===== config.mk =====
export PLATFORM = sky130hd
export DESIGN_NAME = box_overlap_ratio
export DESIGN_NICKNAME = d
export VERILOG_FILES = /design/src/bor_pkg.sv /design/src/box_overlap_ratio.sv /design/src/bor_front.sv /design/src/bor_queue.sv /design/src/bor_divider.sv
export SDC_FILE = /design/constraint.sdc
export NUM_CORES = 2
export LEC_CHECK = 0
export ABC_AREA = 1
export BUFFER_PORTS_ARGS = -buffer_cell sky130_fd_sc_hd__buf_4
export CORE_MARGIN = 4
export CORE_UTILIZATION = 60
export CTS_BUF_LIST = sky130_fd_sc_hd__clkbuf_4 sky130_fd_sc_hd__clkbuf_8
export DETAILED_ROUTE_END_ITERATION = 6
export GPL_TIMING_DRIVEN = 0
export PLACE_DENSITY = 0.79
export SYNTH_ARGS = -nofsm -noshare
export SYNTH_HDL_FRONTEND = slang
export SYNTH_SLANG_ARGS = --single-unit

===== constraint.sdc =====
create_clock -name clk -period 9.06 [get_ports clk]
set_clock_uncertainty 0.15 [all_clocks]
set_input_delay 0 -clock clk [delete_from_list [all_inputs] [get_ports clk]]
set_output_delay 0 -clock clk [all_outputs]
set_load 0.01 [all_outputs]

===== src/bor_pkg.sv =====
// shared types and constants for the box overlap ratio block
// no dependencies
`default_nettype none

package bor_pkg;

  // field widths
  localparam int COORD_W  = 16;
  localparam int SIZE_W   = 15;
  localparam int EXT_W    = 15;
  localparam int AREA_W   = 30;
  localparam int DIV_W    = 31;
  localparam int RATIO_W  = 17;
  localparam logic [RATIO_W-1:0] RATIO_MAX = '1;

  // front-to-back queue geometry
  localparam int QUEUE_DEPTH = 4;
  localparam int QPTR_W      = 2;
  localparam int QCNT_W      = 3;

  // divisor selection
  typedef enum logic {
    OVL_UNION = 1'b0,
    OVL_MIN   = 1'b1
  } bor_mode_t;

  // one classified pair waiting for division
  typedef struct packed {
    logic [AREA_W-1:0] inter;
    logic [DIV_W-1:0]  divisor;
    logic              zero;
  } bor_item_t;

  // queue status seen by the front
  typedef struct packed {
    logic full;
    logic empty;
  } bor_qstat_t;

  // overlap extent on one axis, exclusive far edge
  function automatic logic [EXT_W-1:0] axis_overlap(
    input logic signed [COORD_W-1:0] a0,
    input logic [SIZE_W-1:0]         alen,
    input logic signed [COORD_W-1:0] b0,
    input logic [SIZE_W-1:0]         blen
  );
    logic signed [COORD_W:0]   lo;
    logic signed [COORD_W:0]   ae;
    logic signed [COORD_W:0]   be;
    logic signed [COORD_W:0]   hi;
    logic signed [COORD_W+1:0] d;
    lo = (a0 > b0) ? {a0[COORD_W-1], a0} : {b0[COORD_W-1], b0};
    ae = {a0[COORD_W-1], a0} + {2'b00, alen};
    be = {b0[COORD_W-1], b0} + {2'b00, blen};
    hi = (ae < be) ? ae : be;
    d  = {hi[COORD_W], hi} - {lo[COORD_W], lo};
    return (d > 0) ? d[EXT_W-1:0] : '0;
  endfunction

endpackage

`default_nettype wire


===== src/box_overlap_ratio.sv =====
// top level: overlap ratio of two boxes, mode register, front, queue, divider
// depends on bor_pkg, bor_front, bor_queue, bor_divider
//
// channel   direction  handshake              payload
// input     in         start high, busy low   first_*, second_* box fields
// config    in         mode_we                mode_wdata (divisor mode)
// result    out        done, one cycle        overlap_ratio, zero_divisor
//
// one box pair accepted per cycle while busy is low; the path runs through
// three front stages, one queue slot, FRACTION_BITS + 1 divider stages and
// one result register, the divider computing one quotient bit per stage
// busy rises only if the four-entry queue is full, which the divider drains
// at one beat per cycle; the receiver cannot stall results
// rst is synchronous and clears the mode register to union mode
`default_nettype none

module box_overlap_ratio
  import bor_pkg::*;
#(
  parameter int FRACTION_BITS = 16
) (
  input  wire logic                      clk,
  input  wire logic                      rst,
  input  wire logic                      start,
  output logic                           busy,
  input  wire logic                      mode_we,
  input  wire logic                      mode_wdata,
  input  wire logic signed [COORD_W-1:0] first_left,
  input  wire logic signed [COORD_W-1:0] first_top,
  input  wire logic [SIZE_W-1:0]         first_width,
  input  wire logic [SIZE_W-1:0]         first_height,
  input  wire logic signed [COORD_W-1:0] second_left,
  input  wire logic signed [COORD_W-1:0] second_top,
  input  wire logic [SIZE_W-1:0]         second_width,
  input  wire logic [SIZE_W-1:0]         second_height,
  output logic                           done,
  output logic [RATIO_W-1:0]             overlap_ratio,
  output logic                           zero_divisor
);

  localparam logic [RATIO_W-1:0] RATIO_CAP =
    (FRACTION_BITS >= RATIO_W) ? RATIO_MAX : RATIO_W'(1 << FRACTION_BITS);

  bor_mode_t  mode;
  bor_qstat_t qstat;
  bor_item_t  f_item;
  bor_item_t  q_item;
  logic       push;
  logic       q_valid;

  // mode register
  always_ff @(posedge clk) begin
    if (rst) begin
      mode <= OVL_UNION;
    end else if (mode_we) begin
      mode <= bor_mode_t'(mode_wdata);
    end
  end

  // front end
  bor_front u_front (
    .clk           (clk),
    .rst           (rst),
    .start         (start),
    .busy          (busy),
    .mode          (mode),
    .first_left    (first_left),
    .first_top     (first_top),
    .first_width   (first_width),
    .first_height  (first_height),
    .second_left   (second_left),
    .second_top    (second_top),
    .second_width  (second_width),
    .second_height (second_height),
    .qstat         (qstat),
    .push          (push),
    .item          (f_item)
  );

  // queue, drained every cycle by the divider
  assign q_valid = !qstat.empty;

  bor_queue u_queue (
    .clk     (clk),
    .rst     (rst),
    .push    (push),
    .wr_item (f_item),
    .pop     (q_valid),
    .rd_item (q_item),
    .qstat   (qstat)
  );

  // divider
  bor_divider #(
    .FRACTION_BITS (FRACTION_BITS)
  ) u_divider (
    .clk           (clk),
    .rst           (rst),
    .in_valid      (q_valid),
    .in_item       (q_item),
    .done          (done),
    .overlap_ratio (overlap_ratio),
    .zero_divisor  (zero_divisor)
  );

  // zero divisor forces a zero ratio
  a_zero_ratio: assert property (@(posedge clk) disable iff (rst)
    done && zero_divisor |-> overlap_ratio == '0)
    else $error("nonzero ratio with zero divisor");

  // intersection never exceeds the divisor, so ratio stays at or below one
  a_ratio_cap: assert property (@(posedge clk) disable iff (rst)
    done |-> overlap_ratio <= RATIO_CAP)
    else $error("ratio above one");

  // no result beat right after a reset cycle
  a_reset_quiet: assert property (@(posedge clk)
    rst |=> !done)
    else $error("result beat after reset");

  // front holds only against a full queue
  a_busy_full: assert property (@(posedge clk) disable iff (rst)
    busy |-> qstat.full)
    else $error("busy without full queue");

endmodule

`default_nettype wire


===== src/bor_front.sv =====
// front end: accepts a box pair and reduces it to intersection and divisor
// depends on bor_pkg
`default_nettype none

module bor_front
  import bor_pkg::*;
(
  input  wire logic                      clk,
  input  wire logic                      rst,
  input  wire logic                      start,
  output logic                           busy,
  input  wire bor_mode_t                 mode,
  input  wire logic signed [COORD_W-1:0] first_left,
  input  wire logic signed [COORD_W-1:0] first_top,
  input  wire logic [SIZE_W-1:0]         first_width,
  input  wire logic [SIZE_W-1:0]         first_height,
  input  wire logic signed [COORD_W-1:0] second_left,
  input  wire logic signed [COORD_W-1:0] second_top,
  input  wire logic [SIZE_W-1:0]         second_width,
  input  wire logic [SIZE_W-1:0]         second_height,
  input  wire bor_qstat_t                qstat,
  output logic                           push,
  output bor_item_t                      item
);

  logic              adv;
  logic              s1_valid;
  logic [EXT_W-1:0]  s1_ovx;
  logic [EXT_W-1:0]  s1_ovy;
  logic [AREA_W-1:0] s1_a1;
  logic [AREA_W-1:0] s1_a2;
  logic              s2_valid;
  logic [AREA_W-1:0] s2_inter;
  logic [AREA_W-1:0] s2_a1;
  logic [AREA_W-1:0] s2_a2;
  logic              s3_valid;
  bor_item_t         s3_item;
  logic [DIV_W-1:0]  div_next;

  // whole front holds while the last stage waits on a full queue
  assign busy = s3_valid & qstat.full;
  assign adv  = !busy;
  assign push = s3_valid & !qstat.full;
  assign item = s3_item;

  // stage valid bits
  always_ff @(posedge clk) begin
    if (rst) begin
      s1_valid <= 1'b0;
      s2_valid <= 1'b0;
      s3_valid <= 1'b0;
    end else if (adv) begin
      s1_valid <= start;
      s2_valid <= s1_valid;
      s3_valid <= s2_valid;
    end
  end

  // stage 1: axis extents and box areas
  always_ff @(posedge clk) begin
    if (adv) begin
      s1_ovx <= axis_overlap(first_left, first_width, second_left, second_width);
      s1_ovy <= axis_overlap(first_top, first_height, second_top, second_height);
      s1_a1  <= first_width * first_height;
      s1_a2  <= second_width * second_height;
    end
  end

  // stage 2: intersection area
  always_ff @(posedge clk) begin
    if (adv) begin
      s2_inter <= s1_ovx * s1_ovy;
      s2_a1    <= s1_a1;
      s2_a2    <= s1_a2;
    end
  end

  // divisor by mode
  always_comb begin
    unique case (mode)
      OVL_MIN:   div_next = DIV_W'((s2_a1 < s2_a2) ? s2_a1 : s2_a2);
      OVL_UNION: div_next = DIV_W'(s2_a1) + DIV_W'(s2_a2) - DIV_W'(s2_inter);
      default:   div_next = '0;
    endcase
  end

  // stage 3: classified item
  always_ff @(posedge clk) begin
    if (adv) begin
      s3_item.inter   <= s2_inter;
      s3_item.divisor <= div_next;
      s3_item.zero    <= (div_next == '0);
    end
  end

endmodule

`default_nettype wire


===== src/bor_queue.sv =====
// short queue between the front end and the divider
// depends on bor_pkg
`default_nettype none

module bor_queue
  import bor_pkg::*;
(
  input  wire logic      clk,
  input  wire logic      rst,
  input  wire logic      push,
  input  wire bor_item_t wr_item,
  input  wire logic      pop,
  output bor_item_t      rd_item,
  output bor_qstat_t     qstat
);

  bor_item_t          mem [QUEUE_DEPTH];
  logic [QPTR_W-1:0]  wr_ptr;
  logic [QPTR_W-1:0]  rd_ptr;
  logic [QCNT_W-1:0]  count;
  logic               do_pop;

  assign qstat.full  = (count == QCNT_W'(QUEUE_DEPTH));
  assign qstat.empty = (count == '0);
  assign do_pop      = pop & !qstat.empty;
  assign rd_item     = mem[rd_ptr];

  // storage
  always_ff @(posedge clk) begin
    if (push) begin
      mem[wr_ptr] <= wr_item;
    end
  end

  // pointers and fill count
  always_ff @(posedge clk) begin
    if (rst) begin
      wr_ptr <= '0;
      rd_ptr <= '0;
      count  <= '0;
    end else begin
      if (push) begin
        wr_ptr <= wr_ptr + 1'b1;
      end
      if (do_pop) begin
        rd_ptr <= rd_ptr + 1'b1;
      end
      count <= count + QCNT_W'(push) - QCNT_W'(do_pop);
    end
  end

endmodule

`default_nettype wire


===== src/bor_divider.sv =====
// back end: pipelined restoring divider, one quotient bit per stage
// depends on bor_pkg
`default_nettype none

module bor_divider
  import bor_pkg::*;
#(
  parameter int FRACTION_BITS = 16
) (
  input  wire logic          clk,
  input  wire logic          rst,
  input  wire logic          in_valid,
  input  wire bor_item_t     in_item,
  output logic               done,
  output logic [RATIO_W-1:0] overlap_ratio,
  output logic               zero_divisor
);

  localparam int QW = FRACTION_BITS + 1;
  localparam int WW = (QW > RATIO_W) ? QW : RATIO_W;

  logic             vld  [QW];
  logic [DIV_W-1:0] rem  [QW];
  logic [DIV_W-1:0] dvs  [QW];
  logic [QW-1:0]    quo  [QW];
  logic             zro  [QW];
  logic [WW-1:0]    q_wide;
  logic             inter_ge;

  // quotient never exceeds one, so the top bit is a single compare
  assign inter_ge = (DIV_W'(in_item.inter) >= in_item.divisor);

  // first stage: integer bit of the quotient
  always_ff @(posedge clk) begin
    if (rst) begin
      vld[0] <= 1'b0;
    end else begin
      vld[0] <= in_valid;
    end
  end

  always_ff @(posedge clk) begin
    rem[0] <= inter_ge ? DIV_W'(in_item.inter) - in_item.divisor
                       : DIV_W'(in_item.inter);
    dvs[0] <= in_item.divisor;
    quo[0] <= QW'(inter_ge);
    zro[0] <= in_item.zero;
  end

  // fraction stages: shift, compare, subtract
  for (genvar k = 1; k < QW; k++) begin : g_stage
    logic [DIV_W:0] rem2;
    logic           ge;

    assign rem2 = {rem[k-1], 1'b0};
    assign ge   = (rem2 >= {1'b0, dvs[k-1]});

    always_ff @(posedge clk) begin
      if (rst) begin
        vld[k] <= 1'b0;
      end else begin
        vld[k] <= vld[k-1];
      end
    end

    always_ff @(posedge clk) begin
      rem[k] <= ge ? DIV_W'(rem2 - {1'b0, dvs[k-1]}) : rem2[DIV_W-1:0];
      dvs[k] <= dvs[k-1];
      quo[k] <= {quo[k-1][QW-2:0], ge};
      zro[k] <= zro[k-1];
    end
  end

  assign q_wide = WW'(quo[QW-1]);

  // result register with saturation and zero-divisor override
  always_ff @(posedge clk) begin
    if (rst) begin
      done <= 1'b0;
    end else begin
      done <= vld[QW-1];
    end
  end

  always_ff @(posedge clk) begin
    zero_divisor <= zro[QW-1];
    if (zro[QW-1]) begin
      overlap_ratio <= '0;
    end else if (q_wide > WW'(RATIO_MAX)) begin
      overlap_ratio <= RATIO_MAX;
    end else begin
      overlap_ratio <= q_wide[RATIO_W-1:0];
    end
  end

endmodule

`default_nettype wire


==> Word level (Yosys, flattened, before mapping) <==
Memory sizes are Yosys's and may differ from the RTL's. A register that Yosys moved wholly into a read port is not among the register bits.
Index checks and enable logic that the tools add are counted.
Widths: inputs -> output; s select.
{ "word_totals": {"input_bits": 129, "romBits": 0, "ram_bits": 1625, "out_inout_bits": 20, "regBits": 271, "word_cells": 155, "mem_count": 6, "latch_bits": 0} }
{ "op_classes": {"reduce_logical": 4, "n_bitwise": 20, "n_mul": 3, "n_mux": 48, "n_shift": 0, "n_lt_le_gt_ge": 25, "div_mod_pow": 0, "n_eq_ne": 1, "add_sub_neg": 29} }
{ "mem_list": {"columns": ["name", "words", "width", "read_ports", "rd_ports_with_merged_regs", "wr", "line_no", "source"], "rows": [
  ["u_divider.dvs", 17, 31, 16, 0, 17, "bor_divider.sv:24", "logic [DIV_W-1:0] dvs [QW];"],
  ["u_divider.rem", 17, 31, 16, 0, 17, "bor_divider.sv:23", "logic [DIV_W-1:0] rem [QW];"],
  ["u_divider.quo", 17, 17, 17, 0, 17, "bor_divider.sv:25", "logic [QW-1:0] quo [QW];"],
  ["u_queue.mem", 4, 62, 1, 1, 1, "bor_queue.sv:17", "bor_item_t mem [QUEUE_DEPTH];"],
  ["u_divider.vld", 17, 1, 17, 1, 17, "bor_divider.sv:22", "logic vld [QW];"],
  ["u_divider.zro", 17, 1, 17, 0, 17, "bor_divider.sv:26", "logic zro [QW];"]
]} }
{ "op_table": {"columns": ["cell", "n"], "rows": [
  ["$mux 31", 17],
  ["$ge 32x31->1", 16],
  ["$sub 31x31->31", 16],
  ["$mul 15x15->30", 3],
  ["$mux 17", 5],
  ["$add 16x16->17", 4],
  ["$pmux 31 s2", 1],
  ["$gt 18x1->1 const B", 2],
  ["$sub 17x17->18", 2],
  ["$lt 17x17->1", 2],
  ["$gt 16x16->1", 2],
  ["$add 30x30->31", 1],
  ["$ge 30x31->1", 1],
  ["$logic_not 31->1", 1],
  ["$sub 30x31->31", 1],
  ["$sub 31x30->31", 1],
  ["$lt 30x30->1", 1],
  ["$mux 30", 1],
  ["$mux 1", 22],
  ["$gt 17x17->1 const B", 1],
  ["$or 1x1->1", 17],
  ["$add 2x1->2 const B", 2],
  ["$mux 2", 2],
  ["$add 3x1->3", 1],
  ["6 further kinds", 8]
]} }

==> Logic depth before layout (Yosys ltp) <==
{ "depth": {"word_depth": 5, "ltp_mapped": 49} }

==> Cells and area by module <==
A second synthesis with hierarchy kept.
{ "unflattened": {"cells_unflattened": 17270, "area_unflattened_um2": 122716.4} }
{ "modules_own_cells": {"columns": ["module", "seq_area_each_um2", "instances", "area_per_inst_um2", "cells_each"], "rows": [
  ["bor_divider", 23983.0, 1, 70815.4, 11377],
  ["bor_front", 7327.0, 1, 41614.9, 5221],
  ["bor_queue", 7627.3, 1, 10237.3, 664],
  ["box_overlap_ratio", 20.0, 1, 48.8, 8]
]} }

==> Worst setup path after synthesis <==
OpenSTA, ideal clock, no wires.
{ "synth_timing": {"path_kind": "register -> register", "start": "register u_queue.count[1]", "end": "register u_front.s3_item, in the netlist u_front.item[0], enable pin", "n_path_buf": 0, "setup_ns": 2.497, "stages_incl_launch_ff": 3, "t_arrival_ns": 5.934, "slack_ns": 0.479, "cell_sequence": "dfxtp_1 nor2_1 nand3_1"} }
{ "synth_between": {"elab_chain_len": 2} }
{ "synth_lines": {"columns": ["element", "line_no", "source"], "rows": [
  ["from (decl)", "bor_queue.sv:20", "logic [QCNT_W-1:0] count;"],
  ["from (signal assigned)", "bor_queue.sv:48", "count <= count + QCNT_W'(push) - QCNT_W'(do_pop);"],
  ["$eq 3x3->1", "bor_queue.sv:23", "assign qstat.full = (count == QCNT_W'(QUEUE_DEPTH));"],
  ["$and 1x1->1", "bor_front.sv:41", "assign busy = s3_valid & qstat.full;"],
  ["to (decl)", "bor_front.sv:37", "bor_item_t s3_item;"]
]} }
No other way between the ends.
A chain may end at the register's enable or synchronous reset.

==> Worst setup path in the final report <==
{ "layout_timing": {"start": "register u_front.s1_ovx[8]", "end": "register u_front.s2_inter[22], data pin"} }
{ "layout_between": {"elab_chain_len": 1} }
{ "layout_lines": {"columns": ["element", "line_no", "source"], "rows": [
  ["from (decl)", "bor_front.sv:28", "logic [EXT_W-1:0] s1_ovx;"],
  ["from (signal assigned)", "bor_front.sv:62", "s1_ovx <= axis_overlap(first_left, first_width, second_left, second_width);"],
  ["$mul 15x15->30", "bor_front.sv:72", "s2_inter <= s1_ovx * s1_ovy;"],
  ["to (signal assigned)", "bor_front.sv:72", null],
  ["to (decl)", "bor_front.sv:33", "logic [AREA_W-1:0] s2_inter;"]
]} }
No other way between the ends.

==> flow_metrics.tcl <==
set metrics [dict create \
    via_count 90224 \
    cts_tree "built" \
    finalSetupViolCount 0 \
    syn_area_um2 109000 \
    worstSkewPairLatency_ps 1060 \
    h-tree-depth 5 \
    antenna_found_initial 13 \
    multiInputGateArea_um2 60000 \
    dieArea_um2 188000 \
    reg2reg_from "u_front.s1_ovx[8]" \
    ys.flop_type "dfxtp_1" \
    holdPathStages 7 \
    rows 155 \
    ys_seq_area_frac 0.359 \
    cts_resized 0 \
    initial_core_util 0.606 \
    max_slew.worst_pin.slew_ps 1300 \
    hold_buffers 129 \
    grt_max_degree 66 \
    period_needed_ps 7110 \
    pin_count 149 \
    arrival_ps 7630 \
    holdPathEnd "u_front.s1_a1[16]" \
    clk_path_buf_depth 4 \
    grt_overflow 0 \
    fillCellCount 14759 \
    syn_area_per_cell_um2 8.30 \
    cts_buffers 287 \
    status "finished, violations left" \
    drive_gt1_frac 0.0653 \
    yosysUniqueCellTypes 63 \
    die_h_um 433 \
    gp_congestion 1.03 \
    slew_viol_final 0 \
    first_pass_iters 7 \
    routed_wl_um 316000 \
    drv_cap 0 \
    ctsRootBufferMaster "clkbuf_8" \
    drc_errors 2 \
    fmax_mhz 141 \
    seqCellArea_um2 39000 \
    reg2reg_depth 21 \
    synth_edf_count 490 \
    wire_per_inst_um 19.5 \
    chipWidth_um 433 \
    cp-start-kind "flip-flop" \
    r2r_slack_ps 1950 \
    grt_pass1_wl_um 491000 \
    vias_per_cell 5.57 \
    syn_nets 14779 \
    hold_viol_final 0 \
    syn_inst 13067 \
    r2r-end "u_front.s2_inter[22]" \
    post-route-period-util 0.785 \
    port-buffer-count 147 \
    grt_usage 0.334 \
    hold_start "first_width[14]" \
    violations "design-rule violations" \
    core_area_um2 179000 \
    rsz0062_at_grt "false" \
    stdcell_area_um2 120000 \
    finalWorstSetupSlack_ps 1950 \
    cts.sinks 1701 \
    path_clk_slew_ps 60 \
    worst-endpoint-required_ps 9570 \
    drt_iter0_drc 7577 \
    path_class "flip-flop to flip-flop" \
    ant_nets 0 \
    cp_max_fo 10 \
    slew-limit-headroom 0.134 \
    dp_hpwl_um 259000 \
    areaGrowthSynthToFinish_pct 10.8 \
    synth_warnings 0 \
    ys_async_sr_fraction 0 \
    min_path_type "input port to flip-flop" \
    placed_cell_area_um2 113000 \
    dp_slack_ps 1720 \
    post_cts.repair.setup_buffers 0 \
    cp-end-kind "flip-flop" \
    finalNetCount 15356 \
    ys_seq_elements 1701 \
    grt_pass1_vias 89966 \
]
==> synthesized netlist by cell type (9+ instances only) <==
cell | number | area [um^2]
nand2_1 | 2936 | 11000
inv_1 | 2207 | 8280
dfxtp_1 | 1211 | 24200
ha_1 | 1029 | 12900
a21oi_1 | 802 | 4010
nor2_1 | 770 | 2890
o21ai_0 | 651 | 3260
fa_1 | 554 | 11100
nand3_1 | 492 | 2460
edfxtp_1 | 490 | 14700
xnor2_1 | 309 | 2710
xor2_1 | 231 | 2020
clkbuf_1 | 150 | 563
o21ai_1 | 135 | 676
a31oi_1 | 122 | 763
nand4_1 | 111 | 694
nor3_1 | 102 | 510
buf_2 | 80 | 400
a21o_1 | 75 | 563
o21a_1 | 65 | 488
o21bai_1 | 58 | 435
o21ai_2 | 47 | 412
nor4_1 | 44 | 275
or2_2 | 44 | 275
nand3b_1 | 43 | 323
a32oi_1 | 30 | 263
o22ai_1 | 30 | 188
a211oi_1 | 27 | 203
o31ai_1 | 25 | 188
a21boi_0 | 19 | 143
buf_6 | 18 | 203
a221oi_1 | 17 | 149
inv_2 | 14 | 52.6
nor3b_1 | 13 | 97.6
a21oi_2 | 12 | 105
a21boi_2 | 10 | 113
nand2_2 | 10 | 62.6
nand3_2 | 10 | 100
o211ai_1 | 9 | 67.6
==> cells in the final DEF, fill, tap and decap left out, types with 154 or more instances in the layout <==
cell type     n
a21oi_1     802
buf_4       154
clkbuf_8    339
dfxtp_1    1211
edfxtp_1    490
fa_1        554
ha_1       1029
inv_1      2207
nand2_1    2936
nand3_1     491
nor2_1      766
o21ai_0     651
xnor2_1     309
xor2_1      231
==> how the worst max path moves through the flow <==
stage / start / end / slack (ps) / depth (start not counted)
floorplan: u_queue.count[1] / u_front.item[0] / 480 / 2
global placement: u_queue.count[1] / u_front.s1_ovx[6] / -2820 / 2
detailed placement: first_width[1] / u_front.s1_ovx[6] / 1720 / 35
CTS: u_front.s1_ovx[8] / u_front.s2_inter[22] / 2030 / 21
global route: u_front.s1_ovx[8] / u_front.s2_inter[22] / 1730 / 21
finish: u_front.s1_ovx[8] / u_front.s2_inter[22] / 1950 / 21
==> through the flow <==
stage / hold slack (ps) / TNS, ps / instances / utilization
floorplan: -11.4 / 0 / 13067 / -
global placement: 76.9 / -667720 / 15569 / 0.628
detailed placement: 129 / 0 / 15581 / 0.630
CTS: 3.93 / 0 / 16193 / 0.671
global route: 57.2 / 0 / 16197 / 0.671
finish: 73.1 / 0 / 16201 / 0.671
==> worst max-delay path, stage by stage (launching register included) <==
cell and delay, ps:
edfxtp_1 600, clkbuf_1 520, nand2_1 170, fa_1 550
inv_1 50, fa_1 470, inv_1 50, fa_1 500
inv_1 50, fa_1 490, fa_1 560, fa_1 450
ha_1 370, nand2_1 90, nor2_1 100, inv_1 40
o21bai_1 350, a21oi_1 200, o21bai_1 300, nand3_1 110
nand2_1 100, xor2_1 500
==> cell families after synthesis <==
kind of cell	after synthesis	synth area share
XOR/XNOR	540	0.0436
flip-flops	1701	0.359
multiplexers	1	0.0000922
adder cells (fa/ha/maj)	1583	0.221
AND/OR/NAND/NOR	4582	0.173
buffers and inverters	2485	0.0884
AO/OA/AOI/OAI	2175	0.115
==> sequential cells by signal, indices dropped and copies added, names as in the netlist, 15 cells and up, named ones only <==
register,flops
u_divider.dvs,496
u_divider.rem,496
u_queue.mem,248
u_divider.quo,153
u_front.item,62
u_front.s1_a1,30
u_front.s1_a2,30
u_front.s2_a1,30
u_front.s2_a2,30
u_front.s2_inter,30
u_divider.overlap_ratio,17
u_divider.vld,17
u_divider.zro,17
u_front.s1_ovx,15
u_front.s1_ovy,15
==> per-layer routing <==
metal  vias up  GRT usage  routed length (um)
met2      3477      0.555              147000
met1     42312      0.411              127000
met4         4      0.196               21500
met3       963     0.0547               21300
met5         -          0                  24
li1      43468          -                   -
==> area by class of cell <==
class,count,share of cell area
multi-input cells,8881,0.499
flip-flops and latches,1701,0.324
inverters,2221,0.0693
clock buffers,404,0.0429
well taps,2355,0.0245
repair buffers,288,0.0223
plain buffers,264,0.0104
clock inverters,79,0.00752
diodes,8,0.000166
Power is left out: the tool's default activity adds up to more than one toggle a clock period on the data nets, which glitch-free logic cannot reach.
